===== config.mk =====
export PLATFORM = sky130hd
export DESIGN_NAME = radio_packet_link_framer_core
export DESIGN_NICKNAME = d
export VERILOG_FILES = /design/src/design/rplf_pkg.sv /design/src/design/rplf_step.sv /design/src/design/radio_packet_link_framer_core.sv
export SDC_FILE = /design/constraint.sdc
export NUM_CORES = 1
export LEC_CHECK = 0
export ABC_AREA = 1
export BUFFER_PORTS_ARGS = -buffer_cell sky130_fd_sc_hd__buf_2
export CELL_PAD_IN_SITES_DETAIL_PLACEMENT = 1
export CELL_PAD_IN_SITES_GLOBAL_PLACEMENT = 2
export CORE_MARGIN = 2
export CORE_UTILIZATION = 32
export CTS_BUF_LIST = sky130_fd_sc_hd__clkbuf_2 sky130_fd_sc_hd__clkbuf_4 sky130_fd_sc_hd__clkbuf_8
export CTS_CLUSTER_DIAMETER = 150
export CTS_CLUSTER_SIZE = 10
export DETAILED_ROUTE_END_ITERATION = 10
export PLACE_DENSITY_LB_ADDON = 0.1
export SKIP_LAST_GASP = 1
export SLEW_MARGIN = 20
export SYNTH_ARGS = -nofsm -noshare
export SYNTH_HDL_FRONTEND = slang
export SYNTH_SLANG_ARGS = --single-unit

===== constraint.sdc =====
create_clock -name clk -period 3.5 [get_ports clk]
set_clock_uncertainty 0.1 [all_clocks]
set_input_delay 0.7 -clock clk [delete_from_list [all_inputs] [get_ports clk]]
set_output_delay 0.7 -clock clk [all_outputs]
set_load 0.02 [all_outputs]

===== src/design/rplf_pkg.sv =====
// ----------------------------------------------------------------------------
// rplf_pkg: shared types and constants of the packet link framer
// Phase codes, request and result records, mode/event/kind codes.
// ----------------------------------------------------------------------------
package rplf_pkg;

  typedef enum logic [3:0] {
    PH_LEN_HI  = 4'd0,
    PH_LEN_LO  = 4'd1,
    PH_RX_DATA = 4'd2,
    PH_SYNC    = 4'd3,
    PH_TX_HI   = 4'd4,
    PH_TX_LO   = 4'd5,
    PH_TX_DATA = 4'd6,
    PH_SUF1    = 4'd7,
    PH_SUF2    = 4'd8,
    PH_WAIT    = 4'd9
  } phase_t;

  localparam logic [2:0] MODE_RX_BYTE = 3'd0;
  localparam logic [2:0] MODE_NOTICE  = 3'd1;
  localparam logic [2:0] MODE_QUEUE   = 3'd2;
  localparam logic [2:0] MODE_PULL    = 3'd3;
  localparam logic [2:0] MODE_TICK    = 3'd4;

  localparam logic [2:0] EV_NONE      = 3'd0;
  localparam logic [2:0] EV_RX_REJECT = 3'd1;
  localparam logic [2:0] EV_TX_START  = 3'd2;
  localparam logic [2:0] EV_TX_QUEUED = 3'd3;
  localparam logic [2:0] EV_TX_REFUSE = 3'd4;
  localparam logic [2:0] EV_TX_DONE   = 3'd5;
  localparam logic [2:0] EV_TIMEOUT   = 3'd6;
  localparam logic [2:0] EV_RX_RESET  = 3'd7;

  localparam logic [1:0] KIND_NONE = 2'd0;
  localparam logic [1:0] KIND_TX   = 2'd1;
  localparam logic [1:0] KIND_RX   = 2'd2;

  localparam logic [1:0] CFG_MAX_RX  = 2'd0;
  localparam logic [1:0] CFG_MAX_TX  = 2'd1;
  localparam logic [1:0] CFG_TIMEOUT = 2'd2;

  localparam logic [7:0] PREAMBLE_BYTE = 8'hAA;
  localparam logic [7:0] SYNC_HI_BYTE  = 8'h2D;
  localparam logic [7:0] SYNC_LO_BYTE  = 8'hD4;
  localparam logic [15:0] SYNC_HI_POS  = 16'd3;
  localparam logic [15:0] SYNC_LEN     = 16'd5;

  localparam logic [15:0] MAX_RX_RESET  = 16'd1500;
  localparam logic [7:0]  MAX_TX_RESET  = 8'd173;
  localparam logic [15:0] TIMEOUT_RESET = 16'd200;

  typedef struct packed {
    logic [15:0] max_rx_length;
    logic [7:0]  max_tx_length;
    logic [15:0] timeout_ticks;
  } cfg_t;

  typedef struct packed {
    logic [2:0] mode;
    logic [7:0] rx_byte;
    logic [7:0] tx_length;
    logic [7:0] payload_byte;
  } req_t;

  typedef struct packed {
    phase_t      phase;
    logic [15:0] rx_expected;
    logic [15:0] rx_received;
    logic        tx_waiting;
    logic [7:0]  tx_frame_length;
    logic [7:0]  tx_left;
    logic [15:0] stall_age;
  } link_t;

  typedef struct packed {
    logic [7:0]  out_byte;
    logic [1:0]  kind;
    logic        payload_taken;
    logic        frame_end;
    logic [2:0]  event_res;
    logic        restart_request;
    logic [15:0] rx_frame_length;
    logic [3:0]  link_state;
  } res_t;

endpackage


===== src/design/rplf_step.sv =====
// ----------------------------------------------------------------------------
// rplf_step: next-state and result logic for one request
// Pure combinational update of the link state from one registered request.
// ----------------------------------------------------------------------------
module rplf_step import rplf_pkg::*; (
  input  req_t  req,
  input  link_t cur,
  input  cfg_t  cfg,
  output link_t nxt,
  output res_t  res
);

  logic        go_back;   // listen, or start a held frame
  logic        do_start;
  logic [15:0] len_full;
  logic [15:0] rcv_inc;
  logic [15:0] age_inc;
  logic [7:0]  left_dec;

  assign len_full = cur.rx_expected | {8'd0, req.rx_byte};
  assign rcv_inc  = cur.rx_received + 16'd1;
  assign age_inc  = (cur.stall_age != 16'hFFFF) ? cur.stall_age + 16'd1 : cur.stall_age;
  assign left_dec = (cur.tx_left != 8'd0) ? cur.tx_left - 8'd1 : cur.tx_left;

  always_comb begin
    nxt      = cur;
    res      = '0;
    go_back  = 1'b0;
    do_start = 1'b0;

    case (req.mode)
      MODE_RX_BYTE, MODE_NOTICE: begin
        if (req.mode == MODE_NOTICE &&
            (cur.phase == PH_LEN_HI || cur.phase == PH_LEN_LO ||
             cur.phase == PH_RX_DATA)) begin
          res.event_res       = EV_RX_RESET;
          res.restart_request = 1'b1;
          nxt.rx_expected     = 16'd0;
          nxt.rx_received     = 16'd0;
          go_back             = 1'b1;
        end else if (cur.phase == PH_WAIT) begin
          res.event_res  = EV_TX_DONE;
          nxt.tx_waiting = 1'b0;
          nxt.phase      = PH_LEN_HI;
          nxt.stall_age  = 16'd0;
        end else if (req.mode == MODE_RX_BYTE) begin
          case (cur.phase)
            PH_LEN_HI: begin
              nxt.rx_expected = {req.rx_byte, 8'd0};
              nxt.phase       = PH_LEN_LO;
              nxt.stall_age   = 16'd0;
            end
            PH_LEN_LO: begin
              nxt.rx_expected = len_full;
              if (len_full == 16'd0 || len_full > cfg.max_rx_length) begin
                res.event_res = EV_RX_REJECT;
                go_back       = 1'b1;
              end else begin
                nxt.rx_received = 16'd0;
                nxt.phase       = PH_RX_DATA;
                nxt.stall_age   = 16'd0;
              end
            end
            PH_RX_DATA: begin
              res.out_byte    = req.rx_byte;
              res.kind        = KIND_RX;
              nxt.rx_received = rcv_inc;
              nxt.stall_age   = 16'd0;
              if (rcv_inc == cur.rx_expected) begin
                res.frame_end = 1'b1;
                if (cur.tx_waiting) begin
                  res.event_res = EV_TX_START;
                  do_start      = 1'b1;
                end else begin
                  nxt.phase = PH_LEN_HI;
                end
              end
            end
            default: ;  // transmit phases ignore radio bytes
          endcase
        end
      end

      MODE_QUEUE: begin
        if (req.tx_length == 8'd0 || req.tx_length > cfg.max_tx_length ||
            cur.tx_waiting) begin
          res.event_res = EV_TX_REFUSE;
        end else begin
          nxt.tx_frame_length = req.tx_length;
          if (cur.phase == PH_LEN_HI) begin
            res.event_res = EV_TX_START;
            do_start      = 1'b1;
          end else begin
            res.event_res  = EV_TX_QUEUED;
            nxt.tx_waiting = 1'b1;
          end
        end
      end

      MODE_PULL: begin
        if (cur.phase >= PH_SYNC && cur.phase <= PH_SUF2) begin
          res.kind      = KIND_TX;
          nxt.stall_age = 16'd0;
          case (cur.phase)
            PH_SYNC: begin
              if (cur.rx_received < SYNC_HI_POS) begin
                res.out_byte = PREAMBLE_BYTE;
              end else if (cur.rx_received == SYNC_HI_POS) begin
                res.out_byte = SYNC_HI_BYTE;
              end else begin
                res.out_byte = SYNC_LO_BYTE;
              end
              nxt.rx_received = rcv_inc;
              if (rcv_inc >= SYNC_LEN) begin
                nxt.phase = PH_TX_HI;
              end
            end
            PH_TX_HI: begin
              res.out_byte = 8'd0;
              nxt.phase    = PH_TX_LO;
            end
            PH_TX_LO: begin
              res.out_byte = cur.tx_frame_length;
              nxt.phase    = (cur.tx_left == 8'd0) ? PH_SUF1 : PH_TX_DATA;
            end
            PH_TX_DATA: begin
              res.out_byte      = req.payload_byte;
              res.payload_taken = 1'b1;
              nxt.tx_left       = left_dec;
              if (left_dec == 8'd0) begin
                nxt.phase = PH_SUF1;
              end
            end
            PH_SUF1: begin
              res.out_byte = PREAMBLE_BYTE;
              nxt.phase    = PH_SUF2;
            end
            default: begin
              res.out_byte  = PREAMBLE_BYTE;
              res.frame_end = 1'b1;
              nxt.phase     = PH_WAIT;
            end
          endcase
        end
      end

      MODE_TICK: begin
        if (cur.phase != PH_LEN_HI) begin
          nxt.stall_age = age_inc;
          if (age_inc > cfg.timeout_ticks) begin
            res.event_res       = EV_TIMEOUT;
            res.restart_request = 1'b1;
            if (cur.phase >= PH_SYNC) begin
              nxt.tx_waiting = 1'b0;
            end
            nxt.rx_received = 16'd0;
            go_back         = 1'b1;
          end
        end else begin
          nxt.stall_age = 16'd0;
        end
      end

      default: ;  // undefined modes do nothing
    endcase

    // go_back looks at tx_waiting as already updated above
    if (do_start || (go_back && nxt.tx_waiting)) begin
      nxt.phase       = PH_SYNC;
      nxt.rx_received = 16'd0;
      nxt.tx_left     = nxt.tx_frame_length;
      nxt.tx_waiting  = 1'b1;
      nxt.stall_age   = 16'd0;
    end else if (go_back) begin
      nxt.phase     = PH_LEN_HI;
      nxt.stall_age = 16'd0;
    end

    res.rx_frame_length = nxt.rx_expected;
    res.link_state      = nxt.phase;
  end

endmodule


===== src/design/radio_packet_link_framer_core.sv =====
// ----------------------------------------------------------------------------
// radio_packet_link_framer_core: half-duplex length-prefixed packet framer
// Path: the accepting edge loads the request register; when that register
// advances, its result is loaded into the result register. Throughput: 1
// request per cycle; the request register advances whenever the result
// register is empty or being taken.
// Reset (rst_n low, synchronous): link listens for a length byte, counters
// cleared, configuration back to defaults, both stages empty.
// ----------------------------------------------------------------------------
module radio_packet_link_framer_core import rplf_pkg::*; (
  input  logic        clk,
  input  logic        rst_n,

  input  logic        cfg_we,
  input  logic [1:0]  cfg_index,
  input  logic [15:0] cfg_wdata,

  input  logic        in_valid,
  output logic        in_stall,
  input  logic [2:0]  in_mode,
  input  logic [7:0]  in_rx_byte,
  input  logic [7:0]  in_tx_length,
  input  logic [7:0]  in_payload_byte,

  output logic        out_valid,
  input  logic        out_stall,
  output logic [7:0]  out_byte,
  output logic [1:0]  out_kind,
  output logic        out_payload_taken,
  output logic        out_frame_end,
  output logic [2:0]  out_event_res,
  output logic        out_restart_request,
  output logic [15:0] out_rx_frame_length,
  output logic [3:0]  out_link_state
);

  cfg_t  cfg_r;
  req_t  req_r;
  logic  req_v_r;
  link_t link_r;
  link_t link_nxt;
  res_t  res_nxt;
  res_t  res_r;
  logic  res_v_r;
  logic  advance;
  logic  in_take;

  assign advance  = req_v_r && (!res_v_r || !out_stall);
  assign in_stall = req_v_r && !advance;
  assign in_take  = in_valid && !in_stall;

  rplf_step u_step (
    .req (req_r),
    .cur (link_r),
    .cfg (cfg_r),
    .nxt (link_nxt),
    .res (res_nxt)
  );

  // configuration registers
  always_ff @(posedge clk) begin
    if (!rst_n) begin
      cfg_r.max_rx_length <= MAX_RX_RESET;
      cfg_r.max_tx_length <= MAX_TX_RESET;
      cfg_r.timeout_ticks <= TIMEOUT_RESET;
    end else if (cfg_we) begin
      case (cfg_index)
        CFG_MAX_RX:  cfg_r.max_rx_length <= cfg_wdata;
        CFG_MAX_TX:  cfg_r.max_tx_length <= cfg_wdata[7:0];
        CFG_TIMEOUT: cfg_r.timeout_ticks <= cfg_wdata;
        default: ;
      endcase
    end
  end

  // request register
  always_ff @(posedge clk) begin
    if (!rst_n) begin
      req_v_r <= 1'b0;
    end else if (in_take) begin
      req_v_r <= 1'b1;
    end else if (advance) begin
      req_v_r <= 1'b0;
    end
  end

  always_ff @(posedge clk) begin
    if (in_take) begin
      req_r.mode         <= in_mode;
      req_r.rx_byte      <= in_rx_byte;
      req_r.tx_length    <= in_tx_length;
      req_r.payload_byte <= in_payload_byte;
    end
  end

  // link state and result register
  always_ff @(posedge clk) begin
    if (!rst_n) begin
      link_r  <= '{phase: PH_LEN_HI, default: '0};
      res_v_r <= 1'b0;
    end else begin
      if (advance) begin
        link_r <= link_nxt;
      end
      if (advance) begin
        res_v_r <= 1'b1;
      end else if (!out_stall) begin
        res_v_r <= 1'b0;
      end
    end
  end

  always_ff @(posedge clk) begin
    if (advance) begin
      res_r <= res_nxt;
    end
  end

  assign out_valid           = res_v_r;
  assign out_byte            = res_r.out_byte;
  assign out_kind            = res_r.kind;
  assign out_payload_taken   = res_r.payload_taken;
  assign out_frame_end       = res_r.frame_end;
  assign out_event_res       = res_r.event_res;
  assign out_restart_request = res_r.restart_request;
  assign out_rx_frame_length = res_r.rx_frame_length;
  assign out_link_state      = res_r.link_state;

`ifndef SYNTHESIS
  // any transmit phase implies a frame is owned by the transmitter
  a_tx_phase_owned: assert property (@(posedge clk) disable iff (!rst_n)
    (link_r.phase >= PH_SYNC) |-> link_r.tx_waiting)
    else $error("transmit phase without a held frame");

  // a processed request always lands in the result register
  a_advance_loads: assert property (@(posedge clk) disable iff (!rst_n)
    advance |=> res_v_r)
    else $error("result register not loaded after advance");

  // back-pressure only when both stages are occupied
  a_stall_full: assert property (@(posedge clk) disable iff (!rst_n)
    in_stall |-> (req_v_r && res_v_r && out_stall))
    else $error("input stalled with a free stage");

  // payload bytes are consumed only into transmit frame bytes
  a_taken_is_tx: assert property (@(posedge clk) disable iff (!rst_n)
    (res_v_r && res_r.payload_taken) |-> (res_r.kind == KIND_TX))
    else $error("payload taken outside a transmit byte");

  // last received byte ends the receive phase
  a_rx_end_leaves: assert property (@(posedge clk) disable iff (!rst_n)
    (advance && res_nxt.kind == KIND_RX && res_nxt.frame_end) |=>
      (link_r.phase == PH_LEN_HI || link_r.phase == PH_SYNC))
    else $error("receive did not end on last byte");
`endif

endmodule


==> results of run 1 <==
## flip-flops by register name, summed over array words and instances (netlist names)
name	count
out_link_state	4
out_frame_end	1
cfg_r	40
req_r	27
out_restart_request	1
out_kind	2
out_valid	1
out_event_res	3
req_v_r	1
link_r	69
out_rx_frame_length	16
out_byte	8
out_payload_taken	1
## power breakdown
part,internal [W],switching [W]
clock network,0.000599,0.000817
logic,0.000430,0.000720
registers,0.00222,0.0000888
## final cells by class
| type | instances | share of cell area |
|---|---|---|
| clock inverter | 11 | 0.00854 |
| clock buffer | 21 | 0.0205 |
| timing repair buffer | 202 | 0.125 |
| inverter | 185 | 0.0551 |
| tap | 396 | 0.0389 |
| sequential | 174 | 0.323 |
| multi-input combinational | 973 | 0.429 |
## repair_timing
action / CTS / global route
pin swaps: 18 / 21
buffers inserted: 15 / 5
cloned: 5 / 4
gates resized for setup: 73 / 60
setup endpoints to repair: 50 / 51
## cells by family (layout without fill, tap and decap cells)
kind of cell,Yosys count,after routing,share of synthesized area
simple gates,683,684,0.300
xor+xnor,9,9,0.00790
fa+ha+maj,44,44,0.0552
flops,174,174,0.412
buf+inv,225,419,0.0884
compound gates,236,236,0.136
## layout by cell type, fill, tap and decap left out, types with 23 or more instances in the layout
cell type  Yosys  layout
dfxtp_1      111     108
a21oi_1       96      83
nand4_1       41      41
nand3_1       91      84
buf_4          8      84
edfxtp_1      63      63
o21ai_0       67      64
inv_1        178     175
nand2_1      317     296
ha_1          44      42
buf_2          6      87
nor2_1       171     146
nand2_2       11      23
## metal layers
| layer | global-route usage | share of wire | vias up |
|---|---|---|---|
| li1 | - | - | 4927 |
| met3 | 0.0362 | 0.024 | 27 |
| met5 | 0 | 0 | - |
| met4 | 0.0474 | 0.013 | 0 |
| met2 | 0.380 | 0.48 | 114 |
| met1 | 0.302 | 0.48 | 4790 |
## worst paths after layout
kind	startpoint	end	slack, ns
max	link_r[1]$_SDFFE_PN0P_	link_r[43]$_SDFFE_PN0P_	-0.48
min	in_tx_length[7]	req_r[15]$_DFFE_PP_	0.27
max reg2reg	link_r[1]$_SDFFE_PN0P_	link_r[43]$_SDFFE_PN0P_	-0.48
min reg2reg	cfg_r[10]$_SDFFE_PN0P_	cfg_r[10]$_SDFFE_PN0P_	0.37
## metrics by stage
step / hold WS, ns / util / setup WS, ns
2_1_floorplan: 0.335 / - / 0.00104
3_5_place_dp: 0.355 / 0.375 / -0.573
5_1_grt: 0.233 / 0.416 / -0.786
6_report: 0.270 / 0.416 / -0.475
4_1_cts: 0.225 / 0.404 / -0.463
3_3_place_gp: 0.353 / 0.375 / -0.428
==> reports/results.ini, run 1 <==
[placement]
dp_hpwl_um=27400
placed_area_um2=11500
numPortBuffers=87
gp_congestion=0.828
placed_cells=1903

[global_routing]
antenna_found_initial=0
grt_max_degree=64
grt_pass1_vias=10036
grt_pass1_wl_um=57100
gr-total-overflow=0
grtUsageTotal=0.225

[routing]
route.detailed.drc=0
first_pass_iters=5
drt-vias-per-instance=5.02
vias=9858
wire_per_inst_um=18.6
drtAntennaViolNets=0
drt_iter0_markers=447
routed_wirelength_um=36600

[clock_tree]
ctsHoldBuffers=0
cts_tree=built
clock_latency_ns=0.50
cts_sinks=174
clockBufferDepth=2
cts_buffers=17
htreeDepth=4
clock-root-buffer=clkbuf_8
path_clk_slew_ns=0.10

[critical_path]
critPathTopFamily=simple AND/OR/NAND/NOR gates
ff2ff_path_depth=30
slowest_stage=dfxtp_2
arrival_ns=4.27
crit_buf_inv=5
start_kind=register
cp_max_fo=8
path_common_cell=nand2_1
endpoint_kind=register
max_stage_delay_ns=0.37
crit_required_ns=3.80
worst-path-stages=30
critPathKind=register to register

[status]
status=finished with violations
violations=setup timing

[die]
dieArea_um2=32600
rows=64
start_util=0.325
coreArea_um2=30700
die_width_um=181
dieHeight_um=181
ios=88

[synthesis]
synth_edf_count=63
synth_most_common_cell=nand2_1
async_reset_ff_frac=0
avgSynthCellArea_um2=7.27
synth_cell_types=45
synth_top_area_share=0.223
synth_area_leader_cell=dfxtp_1
ys_seq_area_frac=0.412
syn-cell-area_um2=9970
ys.flop_type=dfxtp_1
yosys_warnings=0
synth_seq_cells=174
synthCells=1371
syn_nets=1465
synth_common_cells=nand2_1, inv_1, nor2_1
synthTopCellsByArea=dfxtp_1, edfxtp_1, nand2_1, inv_1, nor2_1

[layout]
fin_area_um2=12800
ff_latch_area_um2=4120
n_antenna_cell=0
area_growth_syn_to_layout_pct=27.9
drive_gt1_frac=0.231
nFillCells=3813
finalNetCount=1647
final_cells=1962
multi_input_area_um2=5470

[sta]
worst_pin_slew_ns=0.740
hold_viol_final=0
finalSetupViolations=48
rsz0062_at_grt=yes
slew_headroom=0.503
timing.fmax_ghz=0.252
slew_violations=0
period_share=1.14
setup_slack_ns=-0.475
period_needed_ns=3.98
setup_tns_ns=-17.23

[worst_hold_path]
hp-class=primary input to register
min_path_cells=1

[power]
power_w=0.00487
power_density_nw_per_um2=382
ir_worst_vdd_mv=0.230
p_leak_nw=5.65

[job]
maxCapViolCount=0

(Power assumes the default switching activity.)
==> run 2: changes to the inputs <==
- CORE_UTILIZATION: 32 -> 31
- CTS_BUF_LIST: sky130_fd_sc_hd__clkbuf_2 sky130_fd_sc_hd__clkbuf_4 sky130_fd_sc_hd__clkbuf_8 -> not set
==> reports/results.ini, run 2 (synthesis results as in run 1) <==
[critical_path]
slowest_stage=dfxtp_2  ; unchanged
start_kind=register  ; unchanged
path_common_cell=nand2_2  ; was nand2_1
max_stage_delay_ns=0.36  ; was 0.37 ns
critPathKind=register to register  ; unchanged
endpoint_kind=register  ; unchanged
ff2ff_path_depth=28  ; was 30
crit_required_ns=3.76  ; was 3.80 ns
arrival_ns=4.40  ; was 4.27 ns
cp_max_fo=8  ; unchanged

[layout]
n_antenna_cell=0  ; unchanged
area_growth_syn_to_layout_pct=27.5  ; was 27.9%
layout_common_cells=nand2_1, inv_1, nor2_1, dfxtp_1, buf_2  ; unchanged
fin_area_um2=12700  ; was 12800 µm²
layout_commonest_cell=nand2_1  ; unchanged
largest_register_ffs=69  ; unchanged
fin_util=0.402  ; was 0.416
drive_gt1_frac=0.219  ; was 0.231
top_register=link_r  ; unchanged
final_cells=1956  ; was 1962
top_regs=link_r (69), cfg_r (40), req_r (27)  ; unchanged
finalNetCount=1635  ; was 1647
nFillCells=3928  ; was 3813

[sta]
rsz0062_at_grt=yes  ; unchanged
slew_headroom=0.492  ; was 0.503
worst_pin_slew_ns=0.757  ; was 0.740 ns
period_needed_ns=4.14  ; was 3.98 ns
setup_slack_ns=-0.636  ; was -0.475 ns
whs_ns=0.311  ; was 0.270 ns
finalSetupViolations=50  ; was 48
slew_violations=0  ; unchanged
timing.fmax_ghz=0.242  ; was 0.252 GHz
hold_viol_final=0  ; unchanged
period_share=1.18  ; was 1.14

[placement]
numPortBuffers=87  ; unchanged
dp_hpwl_um=26900  ; was 27400 µm
gp_congestion=0.829  ; was 0.828
placed_cells=1903  ; unchanged
placed_area_um2=11500  ; about the same

[clock_tree]
cts_sinks=174  ; unchanged
cts_buffers=17  ; unchanged
clock-root-buffer=clkbuf_16  ; was clkbuf_8
path_clk_slew_ns=0.07  ; was 0.10 ns
ctsHoldBuffers=0  ; unchanged
htreeDepth=4  ; unchanged
clock_latency_ns=0.46  ; was 0.50 ns
cts_tree=built  ; unchanged
clockBufferDepth=2  ; unchanged

[routing]
routed_wirelength_um=35800  ; was 36600 µm
drt_iter0_markers=454  ; was 447
drtAntennaViolNets=0  ; unchanged
wire_per_inst_um=18.3  ; was 18.6 µm
vias=9824  ; was 9858
drt-vias-per-instance=5.02  ; about the same
first_pass_iters=5  ; unchanged
route.detailed.drc=0  ; unchanged

[die]
die_width_um=183  ; was 181 µm
coreArea_um2=31600  ; was 30700 µm²
dieHeight_um=183  ; was 181 µm
rows=65  ; was 64
ios=88  ; unchanged
dieArea_um2=33600  ; was 32600 µm²
start_util=0.315  ; was 0.325

[power]
p_leak_nw=5.65  ; about the same
ir_worst_vdd_mv=0.323  ; was 0.230 mV
power_density_nw_per_um2=426  ; was 382 nW/µm²

[global_routing]
grtUsageTotal=0.218  ; was 0.225
antenna_found_initial=1  ; was 0
grt_max_degree=74  ; was 64
gr-total-overflow=0  ; unchanged
grt_pass1_wl_um=55800  ; was 57100 µm
grt_pass1_vias=10037  ; was 10036

[worst_hold_path]
hp-class=primary input to register  ; unchanged
min_path_cells=1  ; unchanged

[job]
maxCapViolCount=0  ; unchanged

[status]
status=finished with violations  ; unchanged
violations=setup timing  ; unchanged

[run 2: worst paths after layout]
check                                             from                       to  slack [ns]
worst max-delay path            link_r[1]$_SDFFE_PN0P_  link_r[39]$_SDFFE_PN0P_       -0.64
worst min-delay path                   in_tx_length[3]      req_r[11]$_DFFE_PP_        0.31
worst max register to register  link_r[1]$_SDFFE_PN0P_  link_r[39]$_SDFFE_PN0P_       -0.64
worst min register to register  cfg_r[25]$_SDFFE_PN0P_   cfg_r[25]$_SDFFE_PN0P_        0.36
[run 2: power by group]
group	total [W]	internal (W)	switching, W	leakage (nW)
clock network	0.00204	0.00108	0.000954	0.297
registers	0.00231	0.00222	0.0000935	1.53
logic	0.00108	0.000394	0.000682	3.82
[run 2: stage by stage]
stage / power, W / TNS (ns) / setup slack, ns
after CTS: 0.00545 / -19.60 / -0.475
after global routing: 0.00570 / -40.30 / -0.927
after floorplan: 0.00293 / 0 / 0.00104
after detailed placement: 0.00332 / -29.22 / -0.667
after global placement: 0.00331 / -21.65 / -0.518
final: 0.00542 / -25.15 / -0.636
[run 2: repair_timing]
item,in CTS,in global routing
buffers inserted,14,7
gates cloned,3,2
endpoints found under the hold margin,0,0
pin swaps,10,29
setup endpoints to repair,50,50
resized for setup,59,52
[run 2: layout make-up]
type	count	area, µm²	share of cell area
Multi-Input combinational cell	972	5380	0.423
Sequential cell	174	4120	0.324
Timing Repair Buffer	191	1410	0.111
Inverter	185	702	0.0552
Tap cell	402	503	0.0395
Clock buffer	17	425	0.0334
Clock inverter	15	179	0.0141
[run 2: worst max-delay path: cells and delay by family, from the launching register on]
family | cells | cell delay (ns)
and+or+nand+nor | 18 | 1.95
xor gates and xnor gates | 1 | 0.09
adders and majority gates | 2 | 0.46
DFF | 1 | 0.36
buffers and inverters | 4 | 0.58
AOI/OAI and AO/OA | 3 | 0.50
[run 2: layer usage]
metal  routed length [µm]  part of all wire  vias to the layer above  GRT usage
met5                    7           0.00020                        -          0
li1                     -                 -                     4898          -
met4                  584             0.016                        2     0.0621
met2                17000              0.47                      156      0.366
met3                 1030             0.029                       41     0.0338
met1                17200              0.48                     4727      0.289
==> run 3: changes to the inputs <==
- CORE_MARGIN: 2 -> 4
==> reports/results.ini, run 3 (synthesis results as in run 1) <==
[global_routing]
grtUsageTotal=0.208  ; was 0.218
antenna_found_initial=0  ; was 1
grt_pass1_vias=10239  ; was 10037
gr-total-overflow=0  ; unchanged
grt_pass1_wl_um=57600  ; was 55800 µm
grt_max_degree=74  ; unchanged

[status]
violations=setup timing  ; unchanged
status=finished with violations  ; unchanged

[clock_tree]
clockBufferDepth=2  ; unchanged
cts_tree=built  ; unchanged
cts_sinks=174  ; unchanged
cts_buffers=17  ; unchanged
clock-root-buffer=clkbuf_16  ; unchanged
htreeDepth=4  ; unchanged
path_clk_slew_ns=0.07  ; about the same
clock_latency_ns=0.46  ; about the same
ctsHoldBuffers=0  ; unchanged

[layout]
largest_register_ffs=69  ; unchanged
top_regs=link_r (69), cfg_r (40), req_r (27)  ; unchanged
layout_commonest_cell=nand2_1  ; unchanged
layout_common_cells=nand2_1, inv_1, nor2_1, dfxtp_1, buf_4  ; was nand2_1, inv_1, nor2_1, dfxtp_1, buf_2
nFillCells=3841  ; was 3928
finalNetCount=1664  ; was 1635
fin_area_um2=13300  ; was 12700 µm²
area_growth_syn_to_layout_pct=33.8  ; was 27.5%
n_antenna_cell=0  ; unchanged
drive_gt1_frac=0.263  ; was 0.219
top_register=link_r  ; unchanged

[critical_path]
path_common_cell=nand2_4  ; was nand2_2
slowest_stage=dfxtp_2  ; unchanged
max_stage_delay_ns=0.38  ; was 0.36 ns
crit_required_ns=3.75  ; was 3.76 ns
endpoint_kind=register  ; unchanged
critPathKind=register to register  ; unchanged
arrival_ns=4.35  ; was 4.40 ns
start_kind=register  ; unchanged
cp_max_fo=8  ; unchanged

[worst_hold_path]
hp-class=primary input to register  ; unchanged

[sta]
period_needed_ns=4.10  ; was 4.14 ns
rsz0062_at_grt=yes  ; unchanged
finalSetupViolations=50  ; unchanged
whs_ns=0.318  ; was 0.311 ns
timing.fmax_ghz=0.244  ; was 0.242 GHz
period_share=1.17  ; was 1.18
slew_headroom=0.380  ; was 0.492
worst_pin_slew_ns=0.927  ; was 0.757 ns
slew_violations=0  ; unchanged
hold_viol_final=0  ; unchanged
setup_slack_ns=-0.603  ; was -0.636 ns

[routing]
drtAntennaViolNets=0  ; unchanged
routed_wirelength_um=37500  ; was 35800 µm
route.detailed.drc=0  ; unchanged
first_pass_iters=5  ; unchanged
drt-vias-per-instance=5.03  ; was 5.02
vias=9994  ; was 9824
drt_iter0_markers=429  ; was 454
wire_per_inst_um=18.9  ; was 18.3 µm

[die]
coreArea_um2=31600  ; unchanged
ios=88  ; unchanged
dieArea_um2=35100  ; was 33600 µm²
die_width_um=187  ; was 183 µm
start_util=0.315  ; unchanged
rows=65  ; unchanged
dieHeight_um=187  ; was 183 µm

[job]
maxCapViolCount=0  ; unchanged

[placement]
dp_hpwl_um=27300  ; was 26900 µm
gp_congestion=0.829  ; unchanged
placed_area_um2=11500  ; about the same
numPortBuffers=87  ; unchanged

[power]
ir_worst_vdd_mv=0.362  ; was 0.323 mV
p_leak_nw=5.86  ; was 5.65 nW
power_density_nw_per_um2=399  ; was 426 nW/µm²

run 3: cell types whose count changed in the layout (fill, tap and decap cells not counted), moves of 8 or more:
| cell | delta |
|---|---|
| buf_4 | +8 |
| buf_6 | +16 |
| nand2_1 | -27 |
| nand2_2 | +19 |
| nand3_1 | -11 |
| nand3_2 | +8 |
run 3: repair_timing:
| action | in CTS | in global routing |
|---|---|---|
| resized for setup | 97 | 109 |
| endpoints found under the hold margin | 0 | 0 |
| setup endpoints to repair | 50 | 52 |
| gates cloned | 5 | 5 |
| pin swaps | 9 | 47 |
| setup buffers | 35 | 20 |
run 3: worst paths after layout:
| check | to | cells past startpoint | start | slack [ns] |
|---|---|---|---|---|
| worst max-delay path | link_r[46]$_SDFFE_PN0P_ | 30 | link_r[0]$_SDFFE_PN0P_ | -0.60 |
| worst min-delay path | req_r[20]$_DFFE_PP_ | 1 | in_rx_byte[4] | 0.32 |
| worst max register to register | link_r[46]$_SDFFE_PN0P_ | 30 | link_r[0]$_SDFFE_PN0P_ | -0.60 |
| worst min register to register | cfg_r[10]$_SDFFE_PN0P_ | 2 | cfg_r[10]$_SDFFE_PN0P_ | 0.36 |
run 3: final cells by class:
| type | instances | area [µm²] | share of cell area |
|---|---|---|---|
| timing repair buffer | 220 | 1770 | 0.133 |
| multi-input combinational | 972 | 5710 | 0.428 |
| inverter | 185 | 707 | 0.0530 |
| sequential | 174 | 4120 | 0.308 |
| tap | 402 | 503 | 0.0377 |
| clock buffer | 19 | 433 | 0.0324 |
| clock inverter | 13 | 106 | 0.00797 |
run 3: where the power goes:
group | internal [W] | total, W | switching (W)
logic | 0.000458 | 0.00119 | 0.000732
clock network | 0.000924 | 0.00183 | 0.000907
registers | 0.00222 | 0.00231 | 0.0000914
total | 0.00360 | 0.00533 | 0.00173
run 3: per-layer routing:
metal | global-route usage | wire (µm)
met5 | 0 | 0
met4 | 0.0546 | 683
met3 | 0.0265 | 833
met2 | 0.360 | 18100
met1 | 0.275 | 17800
run 3: per-stage QoR:
stage | instances | total power (W) | setup TNS [ns] | utilization | setup WS (ns)
2_1_floorplan | 1371 | 0.00293 | 0 | - | 0.00104
3_3_place_gp | 1904 | 0.00331 | -17.58 | 0.363 | -0.415
3_5_place_dp | 1904 | 0.00333 | -23.79 | 0.363 | -0.547
4_1_cts | 1974 | 0.00530 | -17.79 | 0.404 | -0.443
5_1_grt | 1985 | 0.00562 | -37.35 | 0.422 | -0.860
6_report | 1985 | 0.00533 | -24.81 | 0.422 | -0.603
run 3: critical path: cells and delay by family, from the launching register on:
| family | cells | cell delay (ns) |
|---|---|---|
| AO/OA/AOI/OAI | 1 | 0.14 |
| adder cells (fa/ha/maj) | 2 | 0.39 |
| buffers and inverters | 6 | 0.77 |
| flip-flops | 1 | 0.38 |
| AND/OR/NAND/NOR | 21 | 2.21 |
